`src/hw/rtl/sstf_pkg.sv`:
```
// Shared types and constants of the shortest-seek-first request scheduler.
// Used by the channel interfaces, the controller, the datapath and the top level.
// No dependencies.
`timescale 1ns / 1ps

package sstf_pkg;

  localparam int SECTOR_W = 48;
  localparam int COUNT_W  = 16;
  localparam int AGE_W    = 32;
  localparam int STATUS_W = 2;

  localparam logic OP_ADD      = 1'b0;
  localparam logic OP_DISPATCH = 1'b1;

  typedef enum logic [STATUS_W-1:0] {
    RES_ADDED      = 2'd0,
    RES_FULL       = 2'd1,
    RES_DISPATCHED = 2'd2,
    RES_NONE       = 2'd3
  } status_t;

  typedef enum logic [2:0] {
    S_IDLE,
    S_FIND,
    S_SCAN,
    S_DRAIN1,
    S_DRAIN2,
    S_COMMIT
  } state_t;

  typedef struct packed {
    logic accept;
    logic find_step;
    logic scan_step;
    logic commit;
  } ctrl_cmd_t;

  typedef struct packed {
    logic full;
    logic empty;
    logic free_hit;
    logic scan_last;
    logic out_free;
  } dp_stat_t;

endpackage

```
`src/hw/rtl/sstf_req_if.sv`:
```
// Request channel: valid/ready handshake with the add or dispatch payload.
// Depends on sstf_pkg for field widths.
`timescale 1ns / 1ps

interface sstf_req_if;
  logic                          valid;
  logic                          ready;
  logic                          op;
  logic [sstf_pkg::SECTOR_W-1:0] start_sector;
  logic [sstf_pkg::COUNT_W-1:0]  sector_count;
  logic                          is_write;

  modport source (output valid, op, start_sector, sector_count, is_write, input ready);
  modport sink   (input valid, op, start_sector, sector_count, is_write, output ready);
endinterface

```
`src/hw/rtl/sstf_rsp_if.sv`:
```
// Result channel: valid/ready handshake with the status and dispatched request.
// Depends on sstf_pkg for field widths.
`timescale 1ns / 1ps

interface sstf_rsp_if;
  logic                          valid;
  logic                          ready;
  logic [sstf_pkg::STATUS_W-1:0] status;
  logic [sstf_pkg::SECTOR_W-1:0] out_sector;
  logic [sstf_pkg::COUNT_W-1:0]  out_count;
  logic                          out_write;
  logic                          queue_empty;

  modport source (output valid, status, out_sector, out_count, out_write, queue_empty,
                  input ready);
  modport sink   (input valid, status, out_sector, out_count, out_write, queue_empty,
                  output ready);
endinterface

```
`src/hw/rtl/sstf_request_scheduler.sv`:
```
// Top level of the shortest-seek-first disk request scheduler: controller plus datapath.
// Depends on sstf_pkg, sstf_req_if, sstf_rsp_if, sstf_ctrl and sstf_dp.
//
//   channel   direction  handshake          payload
//   in_ch     sink       valid/ready        op, start_sector, sector_count, is_write
//   out_ch    source     valid/ready        status, out_sector, out_count, out_write,
//                                           queue_empty
//
// A dispatch walks the slot memory with one distance comparator through its single read
// port, one slot per cycle, then drains the comparator pipeline before the commit.
// An add searches the valid bits upward from slot 0 for the lowest free slot; a full
// table or an empty dispatch goes straight to the commit.
// Reset (rst_n low at a clock edge) clears all valid bits, the head and the arrival
// counter; no clearing pass is needed. A stalled result holds in the output register;
// the next request is still taken, and its commit waits until the register frees.
`timescale 1ns / 1ps

module sstf_request_scheduler #(
  parameter int QUEUE_DEPTH = 32,
  parameter int SECTOR_BITS = 48
) (
  input logic        clk,
  input logic        rst_n,
  sstf_req_if.sink   in_ch,
  sstf_rsp_if.source out_ch
);

  sstf_pkg::ctrl_cmd_t cmd;
  sstf_pkg::dp_stat_t  stat;

  sstf_ctrl u_ctrl (
    .clk      (clk),
    .rst_n    (rst_n),
    .in_valid (in_ch.valid),
    .in_op    (in_ch.op),
    .stat     (stat),
    .in_ready (in_ch.ready),
    .cmd      (cmd)
  );

  sstf_dp #(
    .QUEUE_DEPTH (QUEUE_DEPTH),
    .SECTOR_BITS (SECTOR_BITS)
  ) u_dp (
    .clk             (clk),
    .rst_n           (rst_n),
    .cmd             (cmd),
    .in_op           (in_ch.op),
    .in_start_sector (in_ch.start_sector),
    .in_sector_count (in_ch.sector_count),
    .in_is_write     (in_ch.is_write),
    .out_ready       (out_ch.ready),
    .stat            (stat),
    .out_valid       (out_ch.valid),
    .out_status      (out_ch.status),
    .out_sector      (out_ch.out_sector),
    .out_count       (out_ch.out_count),
    .out_write       (out_ch.out_write),
    .out_queue_empty (out_ch.queue_empty)
  );

endmodule

```
`src/hw/rtl/sstf_ctrl.sv`:
```
// Controller state machine of the scheduler: sequences the free-slot search,
// the nearest-request scan and the commit. Depends on sstf_pkg.
`timescale 1ns / 1ps

module sstf_ctrl (
  input  logic                clk,
  input  logic                rst_n,
  input  logic                in_valid,
  input  logic                in_op,
  input  sstf_pkg::dp_stat_t  stat,
  output logic                in_ready,
  output sstf_pkg::ctrl_cmd_t cmd
);

  sstf_pkg::state_t state_r, state_nxt;

  always_ff @(posedge clk) begin
    if (!rst_n) begin
      state_r <= sstf_pkg::S_IDLE;
    end else begin
      state_r <= state_nxt;
    end
  end

  always_comb begin
    state_nxt = state_r;
    case (state_r)
      sstf_pkg::S_IDLE: begin
        if (in_valid) begin
          if (in_op == sstf_pkg::OP_DISPATCH) begin
            state_nxt = stat.empty ? sstf_pkg::S_COMMIT : sstf_pkg::S_SCAN;
          end else begin
            state_nxt = stat.full ? sstf_pkg::S_COMMIT : sstf_pkg::S_FIND;
          end
        end
      end
      sstf_pkg::S_FIND: begin
        if (stat.free_hit) state_nxt = sstf_pkg::S_COMMIT;
      end
      sstf_pkg::S_SCAN: begin
        if (stat.scan_last) state_nxt = sstf_pkg::S_DRAIN1;
      end
      sstf_pkg::S_DRAIN1: state_nxt = sstf_pkg::S_DRAIN2;
      sstf_pkg::S_DRAIN2: state_nxt = sstf_pkg::S_COMMIT;
      sstf_pkg::S_COMMIT: begin
        if (stat.out_free) state_nxt = sstf_pkg::S_IDLE;
      end
      default: state_nxt = sstf_pkg::S_IDLE;
    endcase
  end

  always_comb begin
    in_ready      = (state_r == sstf_pkg::S_IDLE);
    cmd.accept    = (state_r == sstf_pkg::S_IDLE) && in_valid;
    cmd.find_step = (state_r == sstf_pkg::S_FIND) && !stat.free_hit;
    cmd.scan_step = (state_r == sstf_pkg::S_SCAN);
    cmd.commit    = (state_r == sstf_pkg::S_COMMIT) && stat.out_free;
  end

endmodule

```
`src/hw/rtl/sstf_dp.sv`:
```
// Datapath of the scheduler: slot memory, valid bits, head and arrival state,
// the pipelined distance comparator and the result register. Depends on sstf_pkg.
`timescale 1ns / 1ps

module sstf_dp #(
  parameter int QUEUE_DEPTH = 32,
  parameter int SECTOR_BITS = 48
) (
  input  logic                          clk,
  input  logic                          rst_n,
  input  sstf_pkg::ctrl_cmd_t           cmd,
  input  logic                          in_op,
  input  logic [sstf_pkg::SECTOR_W-1:0] in_start_sector,
  input  logic [sstf_pkg::COUNT_W-1:0]  in_sector_count,
  input  logic                          in_is_write,
  input  logic                          out_ready,
  output sstf_pkg::dp_stat_t            stat,
  output logic                          out_valid,
  output logic [sstf_pkg::STATUS_W-1:0] out_status,
  output logic [sstf_pkg::SECTOR_W-1:0] out_sector,
  output logic [sstf_pkg::COUNT_W-1:0]  out_count,
  output logic                          out_write,
  output logic                          out_queue_empty
);

  localparam int SW    = sstf_pkg::SECTOR_W;
  localparam int CW    = sstf_pkg::COUNT_W;
  localparam int AW    = sstf_pkg::AGE_W;
  localparam int IDX_W = $clog2(QUEUE_DEPTH);
  localparam int CNT_W = $clog2(QUEUE_DEPTH + 1);
  localparam int ENT_W = SECTOR_BITS + CW + 1 + AW;

  // Latched request and its outcome class.
  sstf_pkg::status_t       res_r;
  logic [SECTOR_BITS-1:0]  sec_in_r;
  logic [CW-1:0]           cnt_in_r;
  logic                    wr_in_r;

  logic [IDX_W-1:0]        idx_r;
  logic [QUEUE_DEPTH-1:0]  valid_r, valid_nxt;
  logic [CNT_W-1:0]        count_r, count_nxt;
  logic [AW-1:0]           arrival_r, arrival_nxt;
  logic [SECTOR_BITS-1:0]  head_r, head_nxt;
  logic                    mem_we;

  logic [ENT_W-1:0]        mem [QUEUE_DEPTH];
  logic [ENT_W-1:0]        rd_q;

  // Comparator pipeline.
  logic                    p1_vld_r;
  logic [IDX_W-1:0]        p1_idx_r;
  logic [SECTOR_BITS-1:0]  rd_sec;
  logic [CW-1:0]           rd_cnt;
  logic                    rd_wr;
  logic [AW-1:0]           rd_age;

  logic                    p2_vld_r;
  logic [IDX_W-1:0]        p2_idx_r;
  logic [SECTOR_BITS-1:0]  d2_r;
  logic [AW-1:0]           w2_r;
  logic [SECTOR_BITS-1:0]  s2_r;
  logic [CW-1:0]           c2_r;
  logic                    wr2_r;

  logic                    best_found_r;
  logic [IDX_W-1:0]        best_idx_r;
  logic [SECTOR_BITS-1:0]  best_dist_r;
  logic [AW-1:0]           best_wait_r;
  logic [SECTOR_BITS-1:0]  best_sec_r;
  logic [CW-1:0]           best_cnt_r;
  logic                    best_wr_r;
  logic                    take;

  sstf_pkg::status_t       res_nxt;
  logic                    is_disp;

  logic                    out_valid_r;
  sstf_pkg::status_t       status_r;
  logic [SW-1:0]           out_sector_r;
  logic [CW-1:0]           out_count_r;
  logic                    out_write_r;
  logic                    queue_empty_r;

  assign stat.full      = (count_r == CNT_W'(QUEUE_DEPTH));
  assign stat.empty     = (count_r == '0);
  assign stat.free_hit  = !valid_r[idx_r];
  assign stat.scan_last = (idx_r == IDX_W'(QUEUE_DEPTH - 1));
  assign stat.out_free  = !out_valid_r || out_ready;

  always_comb begin
    if (in_op == sstf_pkg::OP_DISPATCH) begin
      res_nxt = stat.empty ? sstf_pkg::RES_NONE : sstf_pkg::RES_DISPATCHED;
    end else begin
      res_nxt = stat.full ? sstf_pkg::RES_FULL : sstf_pkg::RES_ADDED;
    end
  end

  // Request latch.
  always_ff @(posedge clk) begin
    if (!rst_n) begin
      res_r <= sstf_pkg::RES_NONE;
    end else if (cmd.accept) begin
      res_r <= res_nxt;
    end
  end

  always_ff @(posedge clk) begin
    if (cmd.accept) begin
      sec_in_r <= SECTOR_BITS'(in_start_sector);
      cnt_in_r <= in_sector_count;
      wr_in_r  <= in_is_write;
    end
  end

  // Slot index: walks the valid bits for an add, the memory for a dispatch.
  always_ff @(posedge clk) begin
    if (!rst_n) begin
      idx_r <= '0;
    end else if (cmd.accept) begin
      idx_r <= '0;
    end else if (cmd.find_step || (cmd.scan_step && !stat.scan_last)) begin
      idx_r <= idx_r + IDX_W'(1);
    end
  end

  assign is_disp = (res_r == sstf_pkg::RES_DISPATCHED);

  always_comb begin
    valid_nxt   = valid_r;
    count_nxt   = count_r;
    arrival_nxt = arrival_r;
    head_nxt    = head_r;
    mem_we      = 1'b0;
    if (cmd.commit) begin
      case (res_r)
        sstf_pkg::RES_ADDED: begin
          valid_nxt[idx_r] = 1'b1;
          count_nxt        = count_r + CNT_W'(1);
          arrival_nxt      = arrival_r + AW'(1);
          mem_we           = 1'b1;
        end
        sstf_pkg::RES_DISPATCHED: begin
          valid_nxt[best_idx_r] = 1'b0;
          count_nxt             = count_r - CNT_W'(1);
          head_nxt = best_sec_r + SECTOR_BITS'(best_cnt_r) - SECTOR_BITS'(1);
        end
        default: begin
          mem_we = 1'b0;
        end
      endcase
    end
  end

  always_ff @(posedge clk) begin
    if (!rst_n) begin
      valid_r   <= '0;
      count_r   <= '0;
      arrival_r <= '0;
      head_r    <= '0;
    end else begin
      valid_r   <= valid_nxt;
      count_r   <= count_nxt;
      arrival_r <= arrival_nxt;
      head_r    <= head_nxt;
    end
  end

  // Slot memory: one write port for adds, one registered read port for the scan.
  always_ff @(posedge clk) begin
    if (mem_we) begin
      mem[idx_r] <= {sec_in_r, cnt_in_r, wr_in_r, arrival_r};
    end
    rd_q <= mem[idx_r];
  end

  assign rd_sec = rd_q[ENT_W-1 -: SECTOR_BITS];
  assign rd_cnt = rd_q[AW+1 +: CW];
  assign rd_wr  = rd_q[AW];
  assign rd_age = rd_q[AW-1:0];

  always_ff @(posedge clk) begin
    if (!rst_n) begin
      p1_vld_r <= 1'b0;
      p2_vld_r <= 1'b0;
    end else begin
      p1_vld_r <= cmd.scan_step && valid_r[idx_r];
      p2_vld_r <= p1_vld_r;
    end
  end

  // Distance and waiting time are registered before the compare.
  always_ff @(posedge clk) begin
    p1_idx_r <= idx_r;
    p2_idx_r <= p1_idx_r;
    d2_r     <= (rd_sec >= head_r) ? (rd_sec - head_r) : (head_r - rd_sec);
    w2_r     <= arrival_r - rd_age;
    s2_r     <= rd_sec;
    c2_r     <= rd_cnt;
    wr2_r    <= rd_wr;
  end

  // Nearer wins; on equal distance the lower sector; on equal sector the oldest.
  assign take = !best_found_r || (d2_r < best_dist_r) ||
                ((d2_r == best_dist_r) &&
                 ((s2_r < best_sec_r) || ((s2_r == best_sec_r) && (w2_r > best_wait_r))));

  always_ff @(posedge clk) begin
    if (!rst_n) begin
      best_found_r <= 1'b0;
    end else if (cmd.accept) begin
      best_found_r <= 1'b0;
    end else if (p2_vld_r) begin
      best_found_r <= 1'b1;
    end
  end

  always_ff @(posedge clk) begin
    if (p2_vld_r && take) begin
      best_idx_r  <= p2_idx_r;
      best_dist_r <= d2_r;
      best_wait_r <= w2_r;
      best_sec_r  <= s2_r;
      best_cnt_r  <= c2_r;
      best_wr_r   <= wr2_r;
    end
  end

  // Result register.
  always_ff @(posedge clk) begin
    if (!rst_n) begin
      out_valid_r <= 1'b0;
    end else if (cmd.commit) begin
      out_valid_r <= 1'b1;
    end else if (out_ready) begin
      out_valid_r <= 1'b0;
    end
  end

  always_ff @(posedge clk) begin
    if (cmd.commit) begin
      status_r      <= res_r;
      out_sector_r  <= is_disp ? SW'(best_sec_r) : '0;
      out_count_r   <= is_disp ? best_cnt_r : '0;
      out_write_r   <= is_disp ? best_wr_r : 1'b0;
      queue_empty_r <= (count_nxt == '0);
    end
  end

  assign out_valid       = out_valid_r;
  assign out_status      = status_r;
  assign out_sector      = out_sector_r;
  assign out_count       = out_count_r;
  assign out_write       = out_write_r;
  assign out_queue_empty = queue_empty_r;

  a_count_matches: assert property (@(posedge clk) disable iff (!rst_n)
    count_r == CNT_W'($countones(valid_r)))
    else $error("pending count disagrees with valid bits");

  a_dispatch_valid: assert property (@(posedge clk) disable iff (!rst_n)
    (cmd.commit && is_disp) |-> (best_found_r && valid_r[best_idx_r]))
    else $error("dispatch commit without a pending winner");

  a_add_free: assert property (@(posedge clk) disable iff (!rst_n)
    (cmd.commit && (res_r == sstf_pkg::RES_ADDED)) |-> !valid_r[idx_r])
    else $error("add commit into an occupied slot");

  a_head_hold: assert property (@(posedge clk) disable iff (!rst_n)
    !(cmd.commit && is_disp) |=> $stable(head_r))
    else $error("head moved without a dispatch");

  a_no_overwrite: assert property (@(posedge clk) disable iff (!rst_n)
    (out_valid_r && !out_ready) |-> !cmd.commit)
    else $error("result register overwritten while held");

endmodule
```
`src/flat_wrapper.sv`:
```
// flat-port wrapper written by rule: the top's interface ports become plain ports
module sstf_request_scheduler_flat 
#(
  parameter int QUEUE_DEPTH = 32,
  parameter int SECTOR_BITS = 48
)
  (clk, rst_n, in_ch_valid, in_ch_op, in_ch_start_sector, in_ch_sector_count, in_ch_is_write, in_ch_ready, out_ch_valid, out_ch_status, out_ch_out_sector, out_ch_out_count, out_ch_out_write, out_ch_queue_empty, out_ch_ready);
  sstf_req_if in_ch_i ();
  sstf_rsp_if out_ch_i ();
  input logic clk;
  input logic rst_n;
  input wire logic [$bits(in_ch_i.valid)-1:0] in_ch_valid;
  input wire logic [$bits(in_ch_i.op)-1:0] in_ch_op;
  input wire logic [$bits(in_ch_i.start_sector)-1:0] in_ch_start_sector;
  input wire logic [$bits(in_ch_i.sector_count)-1:0] in_ch_sector_count;
  input wire logic [$bits(in_ch_i.is_write)-1:0] in_ch_is_write;
  output wire logic [$bits(in_ch_i.ready)-1:0] in_ch_ready;
  output wire logic [$bits(out_ch_i.valid)-1:0] out_ch_valid;
  output wire logic [$bits(out_ch_i.status)-1:0] out_ch_status;
  output wire logic [$bits(out_ch_i.out_sector)-1:0] out_ch_out_sector;
  output wire logic [$bits(out_ch_i.out_count)-1:0] out_ch_out_count;
  output wire logic [$bits(out_ch_i.out_write)-1:0] out_ch_out_write;
  output wire logic [$bits(out_ch_i.queue_empty)-1:0] out_ch_queue_empty;
  input wire logic [$bits(out_ch_i.ready)-1:0] out_ch_ready;
  assign in_ch_i.valid = in_ch_valid;
  assign in_ch_i.op = in_ch_op;
  assign in_ch_i.start_sector = in_ch_start_sector;
  assign in_ch_i.sector_count = in_ch_sector_count;
  assign in_ch_i.is_write = in_ch_is_write;
  assign in_ch_ready = in_ch_i.ready;
  assign out_ch_valid = out_ch_i.valid;
  assign out_ch_status = out_ch_i.status;
  assign out_ch_out_sector = out_ch_i.out_sector;
  assign out_ch_out_count = out_ch_i.out_count;
  assign out_ch_out_write = out_ch_i.out_write;
  assign out_ch_queue_empty = out_ch_i.queue_empty;
  assign out_ch_i.ready = out_ch_ready;
  sstf_request_scheduler #(.QUEUE_DEPTH(QUEUE_DEPTH), .SECTOR_BITS(SECTOR_BITS)) u_core (.clk(clk), .rst_n(rst_n), .in_ch(in_ch_i), .out_ch(out_ch_i));
endmodule
```
`config.mk`:
```
export PLATFORM = sky130hd
export DESIGN_NAME = sstf_request_scheduler_flat
export DESIGN_NICKNAME = d
export VERILOG_FILES = /design/src/hw/rtl/sstf_pkg.sv /design/src/hw/rtl/sstf_req_if.sv /design/src/hw/rtl/sstf_rsp_if.sv /design/src/hw/rtl/sstf_request_scheduler.sv /design/src/hw/rtl/sstf_ctrl.sv /design/src/hw/rtl/sstf_dp.sv /design/src/flat_wrapper.sv
export SDC_FILE = /design/constraint.sdc
export NUM_CORES = 2
export LEC_CHECK = 0
export BUFFER_PORTS_ARGS = -buffer_cell sky130_fd_sc_hd__buf_4
export CAP_MARGIN = 20
export CORE_MARGIN = 8
export CORE_UTILIZATION = 60
export DETAILED_ROUTE_END_ITERATION = 8
export PLACE_DENSITY = 0.76
export SLEW_MARGIN = 15
export SYNTH_ARGS = -nofsm -noshare
export SYNTH_HDL_FRONTEND = slang
export SYNTH_SLANG_ARGS = --single-unit
```
`constraint.sdc`:
```
create_clock -name clk -period 17.3 [get_ports clk]
set_clock_uncertainty 0.2 [all_clocks]
set_input_delay 3.46 -clock clk [delete_from_list [all_inputs] [get_ports clk]]
set_output_delay 3.46 -clock clk [all_outputs]
set_load 0.02 [all_outputs]
```
* Yosys cells after proc, flatten, opt, wreduce, memory -nomap -nowiden
Memories as Yosys holds them, arrays and structs flattened. A register that Yosys moved wholly into a read port is not among the register bits.
Cells that the tools add are included.
** Storage, ports and cells
- Bits in registers :: 570
- RAM bits :: 3104
- Output and inout port bits :: 70
- Memories kept :: 1
** Memory list
- u_core.u_dp.mem :: words 32, width 97, read ports 1, clocked after memory_dff 1, wr ports 1, line sstf_dp.sv:46 : logic [ENT_W-1:0] mem [QUEUE_DEPTH];
** Cells by class
- Add/subtract/negate cells :: 9
- $lt $le $gt $ge :: 8
- Eq/ne operators :: 14
- Muxes and demuxes :: 27
- Bitwise gates (word level) :: 4
- Reductions and logical operators :: 29
** Operators by type and width (number)
- equality test 48 bit :: 2
- less-than comparator 48 bit :: 2
- subtractor 48 bit :: 2
- one-hot mux 32 bit (2 select lines) :: 1
- adder 48 x 16 -> 48 bit :: 1
- >= comparator 48 bit :: 1
- two-way mux 48 bit :: 1
- subtractor 48 x 1 -> 48 bit, second input constant :: 1
- adder 32 x 1 -> 32 bit, second input constant :: 1
- bitwise AND 32 bit :: 1
- > comparator 32 bit :: 1
- inverter 32 bit :: 1
- OR 32 bit :: 1
- subtractor 32 bit :: 1
- two-way mux 3 bit :: 7
- one-hot mux 3 bit (6 select lines) :: 1
- zero test 6 bit :: 2
- less-than comparator 5 x 6 -> 1 bit, second input constant :: 2
- one-hot mux 6 bit (2 select lines) :: 1
- two-way mux 1 bit :: 11
- demux 1 bit (select 5 bit) :: 2
- >= comparator 5 x 1 -> 1 bit, second input constant :: 2
- logical AND 1 bit :: 10
- adder 6 x 1 -> 6 bit, second input constant :: 1
- other kinds (22) :: 35

* Logic depth before layout (Yosys ltp)
- Word-level depth :: 7
- Depth in mapped cells :: 16
- Gate-level depth less buffers :: 16

* Modules after synthesis
Synthesis repeated with hierarchy kept, for this count alone.
** Unflattened totals
- Cells, all modules :: 7855
- Area total of the unflattened synthesis :: 147948.1 um2
** By module, submodules not included
- sstf_dp :: instances 1, cells each 7827, area an instance 147714.2 um2
- sstf_ctrl :: instances 1, cells each 28, area an instance 234.0 um2

* Worst setup path before layout
Ideal clock, no wire load.
- Path type :: input port to flip-flop
- Start :: input out_ch_ready
- End :: register u_core.u_dp.valid_r[0]
- Library setup time :: 0.077 ns
- Arrival time :: 8.911 ns
- Required time :: 17.023 ns
- Slack :: 8.112 ns
- Cell stages on the path :: 5
- Cell sequence :: nor2b_1 -> nor4_4 -> nand2_1 -> nor2_1 -> o221a_2
** Between the ends
- Longest elaborated chain between the ends :: 3
** Ends and longest elaborated chain
- from (decl) :: line flat_wrapper.sv:24 : input wire logic [$bits(out_ch_i.ready)-1:0] out_ch_ready;
- logical OR 1 bit :: line sstf_dp.sv:88 : assign stat.out_free = !out_valid_r || out_ready;
- logical AND 1 bit :: line sstf_ctrl.sv:57 : cmd.commit = (state_r == sstf_pkg::S_COMMIT) && stat.out_free;
- AND reduction 2 bit (no line)
- to (signal assigned) :: line sstf_dp.sv:161 : valid_r <= valid_nxt;
- to (decl) :: line sstf_dp.sv:40 : logic [QUEUE_DEPTH-1:0] valid_r, valid_nxt;
Every way passes these cells.
A chain may end at the register's enable or synchronous reset.

* Final worst setup path
- Start :: input out_ch_ready
- End :: memory u_core.u_dp.mem[16][66] (netlist name), enable pin
** Between the ends
- Longest elaborated chain between the ends :: 5
** Ends and longest elaborated chain
- logical OR 1 bit :: line sstf_dp.sv:88
- logical AND 1 bit :: line sstf_ctrl.sv:57
- two-way mux 1 bit :: line sstf_dp.sv:134 : if (cmd.commit) begin
- two-way mux 1 bit :: line sstf_dp.sv:170 : if (mem_we) begin
- two-way mux 1 bit (implied by the code) :: line sstf_dp.sv:171 : mem[idx_r] <= {sec_in_r, cnt_in_r, wr_in_r, arrival_r};
- to (decl) :: line sstf_dp.sv:46
Every way passes these cells.

==> results.md <==
Run status:
- The run finished with clean final reports.

Power and ir drop:
- The part of the total power dissipated in sequential elements is 0.554.
- Dividing total power by cell area gives a power density of between 100 and 150 mW/mm².
- IR analysis of the VDD net gives a maximum drop of approximately 0.00012 V.
- Of the total power, the share spent switching nets is 0.202.
- Of the total power, combinational logic draws 0.015.
- The switching power of the nets is roughly 3.7 mW.
- The internal power of the cells totals 14.7 mW.
- The overall power is approximately 18 mW.
- Of the total power, the clock network draws 0.431.
- The leakage power is between 50 and 60 nW.

Clocking:
- Counting the buffers created by CTS gives 374.
- TritonCTS built the clock tree.
- The H-tree depth is 5.
- The number of setup buffers added after CTS is 0.
- The maximum root-to-sink buffer count is 4.
- The post-CTS clock slew at the launch and capture registers of the worst setup and hold paths is ~0.06 ns.
- The count of instances resized after the clock tree is built is 0.
- The hold buffer count at cts is 0.
- Clock latency on the worst-skew pair, taken at its later pin, is 1.00 ns.
- The clock tree root buffer cell is clkbuf_16.
- The sink count of the clock tree is between 3,000 and 4,000.

Floorplanning:
- The floorplan die height is 513 µm.
- The core region is between 0.2 and 0.25 mm².
- The floorplan has 182 rows.
- The number of top-level design ports is 140.
- The effective utilization at floorplan is 0.603.
- The total die area is 0.263 mm².
- The die is approximately 510 µm wide.

Setup path:
- In this run the worst path has a maximum fanout of between 40 and 50.
- The worst-case reg-to-reg path depth is 7.
- The maximum single-stage delay on the critical path is 0.90 ns.
- Data on the critical path is required at its endpoint by ~18 ns.
- The worst setup path category is in2reg.
- The element type at the critical path start is a primary input.
- On the critical path, the stage with the largest delay is an instance of buf_4.
- Walking the worst path, the cells encountered are buf_4 > nor2b_1 > nor4_4 > buf_4 > nand2_1 > nor2_4 > buf_4 > buf_4.
- The data arrival time at the worst-slack endpoint is 7.39 ns.
- The most used cell along the critical path is buf_4.
- The endpoint type of the worst setup path is a flop.

Timing:
- At the pin with the least slew margin, the transition time is roughly 1.2 ns.
- Dividing the final minimum period by the clock period gives 0.406.
- The top achievable clock speed is approximately 140 MHz.
- Setup violations remaining at the end of the flow were counted as 0.
- Across all hold checks on the routed design, the worst slack comes to ~0.12 ns.
- In the final timing run, aggregate negative setup slack is 0 ns.
- The number of hold-slack violations in the final timing report came to 0.
- The number of pins with negative max-slew slack in the final report came to 0.
- The worst slew margin relative to its limit is 0.201.
- Setup repair after global routing left no endpoint under its margin.
- Subtracting the final worst setup slack from the clock period gives around 7 ns.

Global route:
- The via count of the first global-routing pass was about 80,000.
- The initial antenna violation count came to 17.
- The first-pass GRT wire length is 569,000 µm.
- Entering global routing, the biggest net connects ~120 pins.
- The overall track demand over capacity in global routing is 0.297.
- After global routing the overflow that remains totals 0.

Placed design:
- Routability-driven placement finished with a final weighted congestion of a little over 0.9.
- Buffers placed on the I/O ports in this run total between 100 and 150.
- The detailed placer's ending HPWL is 213,000 µm.

Min path:
- The path class of the tightest hold or removal check is reg2reg.
- The worst hold path stage count is 0.

Detailed routing:
- The initial DRC count is between 10,000 and 15,000.
- The routed wire length is around 400,000 µm.
- The number of design rule violations left after detail routing is 0.
- The routed layout has roughly 80,000 vias.
- After detailed routing, the average wire length per cell comes to ~34 µm.
- Before antenna repair, the detailed router went through 8 iterations.
- Once detail routing completed, the nets flagged for antenna violations numbered 0.
- The number of vias per cell is ~7.

Final layout:
- The layout cell share with drive strength beyond 1 is 0.203.
- The footprint of the flip-flops and latches is ~0.11 mm².
- The utilization after layout is 0.674.
- The net count of the finished layout is 8,556.
- Compared with the post-synthesis result, the final layout area differs by 11.7%.
- The number of filler instances in the final layout is roughly 15,000.
- The library cell used most frequently in the layout, excluding fill and tap cells, is edfxtp_1.
- Leaving out fill and tap cells, the most frequent cells in the layout are 3,387 x edfxtp_1, 784 x mux4_2, 396 x a22oi_1.
- The total area of multi-input combinational cells is roughly 0.036 mm².

Yosys:
- A synthesized cell averages roughly 19 µm².
- The most used flip-flop cell after synthesis is edfxtp_1.
- Yosys mapped a number of flops with a built-in enable equal to between 3,000 and 4,000.
- Counting every net in the synthesized netlist gives about 8,200.
- Of all flip-flops after synthesis, the portion carrying an async set or reset was 0.
- The mapped netlist covers 0.148 mm².
- After synthesis, the netlist uses 78 different library cells.
- The total of warnings raised by yosys is 0.
- The total of flip-flops plus latches after synthesis is about 3,800.
- After technology mapping, the gate count stands at ~7,800.
- The register area share after synthesis is 0.738.

Job:
- The number of max-cap violations is 0.
==> path summary, 6_finish.rpt <==
check / start / to / slack [ns]
worst max-delay path: out_ch_ready / u_core.u_dp.mem[16][66] / 10.28
worst min-delay path: u_core.u_dp.rd_q[48] / u_core.u_dp.c2_r[15] / 0.12
worst max register to register: u_core.u_dp.idx_r[0] / u_core.u_dp.rd_q[40] / 11.36
worst min register to register: u_core.u_dp.rd_q[48] / u_core.u_dp.c2_r[15] / 0.12
==> per-layer routing <==
| metal | part of all wire | global-route usage | up-vias |
|---|---|---|---|
| li1 | - | - | 32400 |
| met1 | 0.36 | 0.400 | 41400 |
| met2 | 0.47 | 0.474 | 5655 |
| met3 | 0.12 | 0.0760 | 916 |
| met4 | 0.043 | 0.115 | 18 |
| met5 | 0.00033 | 0 | - |
==> cell usage after synthesis (all sizes together), types with 85 or more instances <==
| master | count | area, µm² |
|---|---|---|
| edfxtp | 3387 | 102000 |
| mux4 | 784 | 17700 |
| a22oi | 396 | 2970 |
| dfxtp | 384 | 7690 |
| inv | 359 | 1350 |
| ha | 326 | 4080 |
| a21oi | 277 | 1390 |
| clkbuf | 234 | 882 |
| nand2 | 200 | 751 |
| nand4 | 171 | 1070 |
| nor2 | 166 | 623 |
| o21ai | 143 | 719 |
| a21o | 140 | 1050 |
| buf | 135 | 613 |
| xnor2 | 85 | 744 |
==> cell families after synthesis <==
group           Yosys count  synth area share
flops                  3771             0.738
buf+inv                 728            0.0192
simple gates            865            0.0304
mux                     818             0.121
compound gates         1183            0.0542
xor+xnor                143           0.00845
fa+ha+maj               331            0.0282
==> critical path: cells and delay by family <==
family                 cells  cell delay (ns)
buffers and inverters      4             2.10
and+or+nand+nor            4             1.64
==> sequential cells by signal, indices dropped and copies added (netlist names), 5 cells and up <==
| signal | flops |
|---|---|
| u_core.u_dp.arrival_r | 32 |
| u_core.u_dp.best_cnt_r | 16 |
| u_core.u_dp.best_dist_r | 48 |
| u_core.u_dp.best_idx_r | 5 |
| u_core.u_dp.best_sec_r | 48 |
| u_core.u_dp.best_wait_r | 32 |
| u_core.u_dp.c2_r | 16 |
| u_core.u_dp.cnt_in_r | 16 |
| u_core.u_dp.count_r | 6 |
| u_core.u_dp.d2_r | 48 |
| u_core.u_dp.head_r | 48 |
| u_core.u_dp.idx_r | 5 |
| u_core.u_dp.mem | 3104 |
| u_core.u_dp.out_count | 16 |
| u_core.u_dp.out_sector | 48 |
| u_core.u_dp.p1_idx_r | 5 |
| u_core.u_dp.p2_idx_r | 5 |
| u_core.u_dp.rd_q | 97 |
| u_core.u_dp.s2_r | 48 |
| u_core.u_dp.sec_in_r | 48 |
| u_core.u_dp.valid_r | 32 |
| u_core.u_dp.w2_r | 32 |
==> power by group through the flow <==
stage / clock [mW] / combinational (mW) / sequential, mW
final: 7.93 / 0.278 / 10.2
after global routing: 8.32 / 0.298 / 10.2
after floorplan: 0 / 0.128 / 10.3
after detailed placement: 0 / 0.242 / 10.4
after CTS: 7.99 / 0.243 / 10.2
after global placement: 0 / 0.235 / 10.4
==> final cells by class <==
| class | count | area share |
|---|---|---|
| Timing Repair Buffer | 309 | 0.0163 |
| Sequential cell | 3771 | 0.661 |
| Multi-Input combinational cell | 3340 | 0.219 |
| Tap cell | 3220 | 0.0243 |
| Clock inverter | 178 | 0.0102 |
| Antenna cell | 6 | 0.0000907 |
| Clock buffer | 493 | 0.0611 |
| Inverter | 359 | 0.00845 |
==> stage by stage <==
step	setup slack [ns]	cells	instance area (µm²)
3_5_place_dp	9.23	11000	153000
4_1_cts	10.23	11700	165000
2_1_floorplan	8.11	7839	148000
3_3_place_gp	9.20	11000	153000
5_1_grt	10.27	11700	166000
6_report	10.28	11700	166000
(Power assumes the default switching activity.)
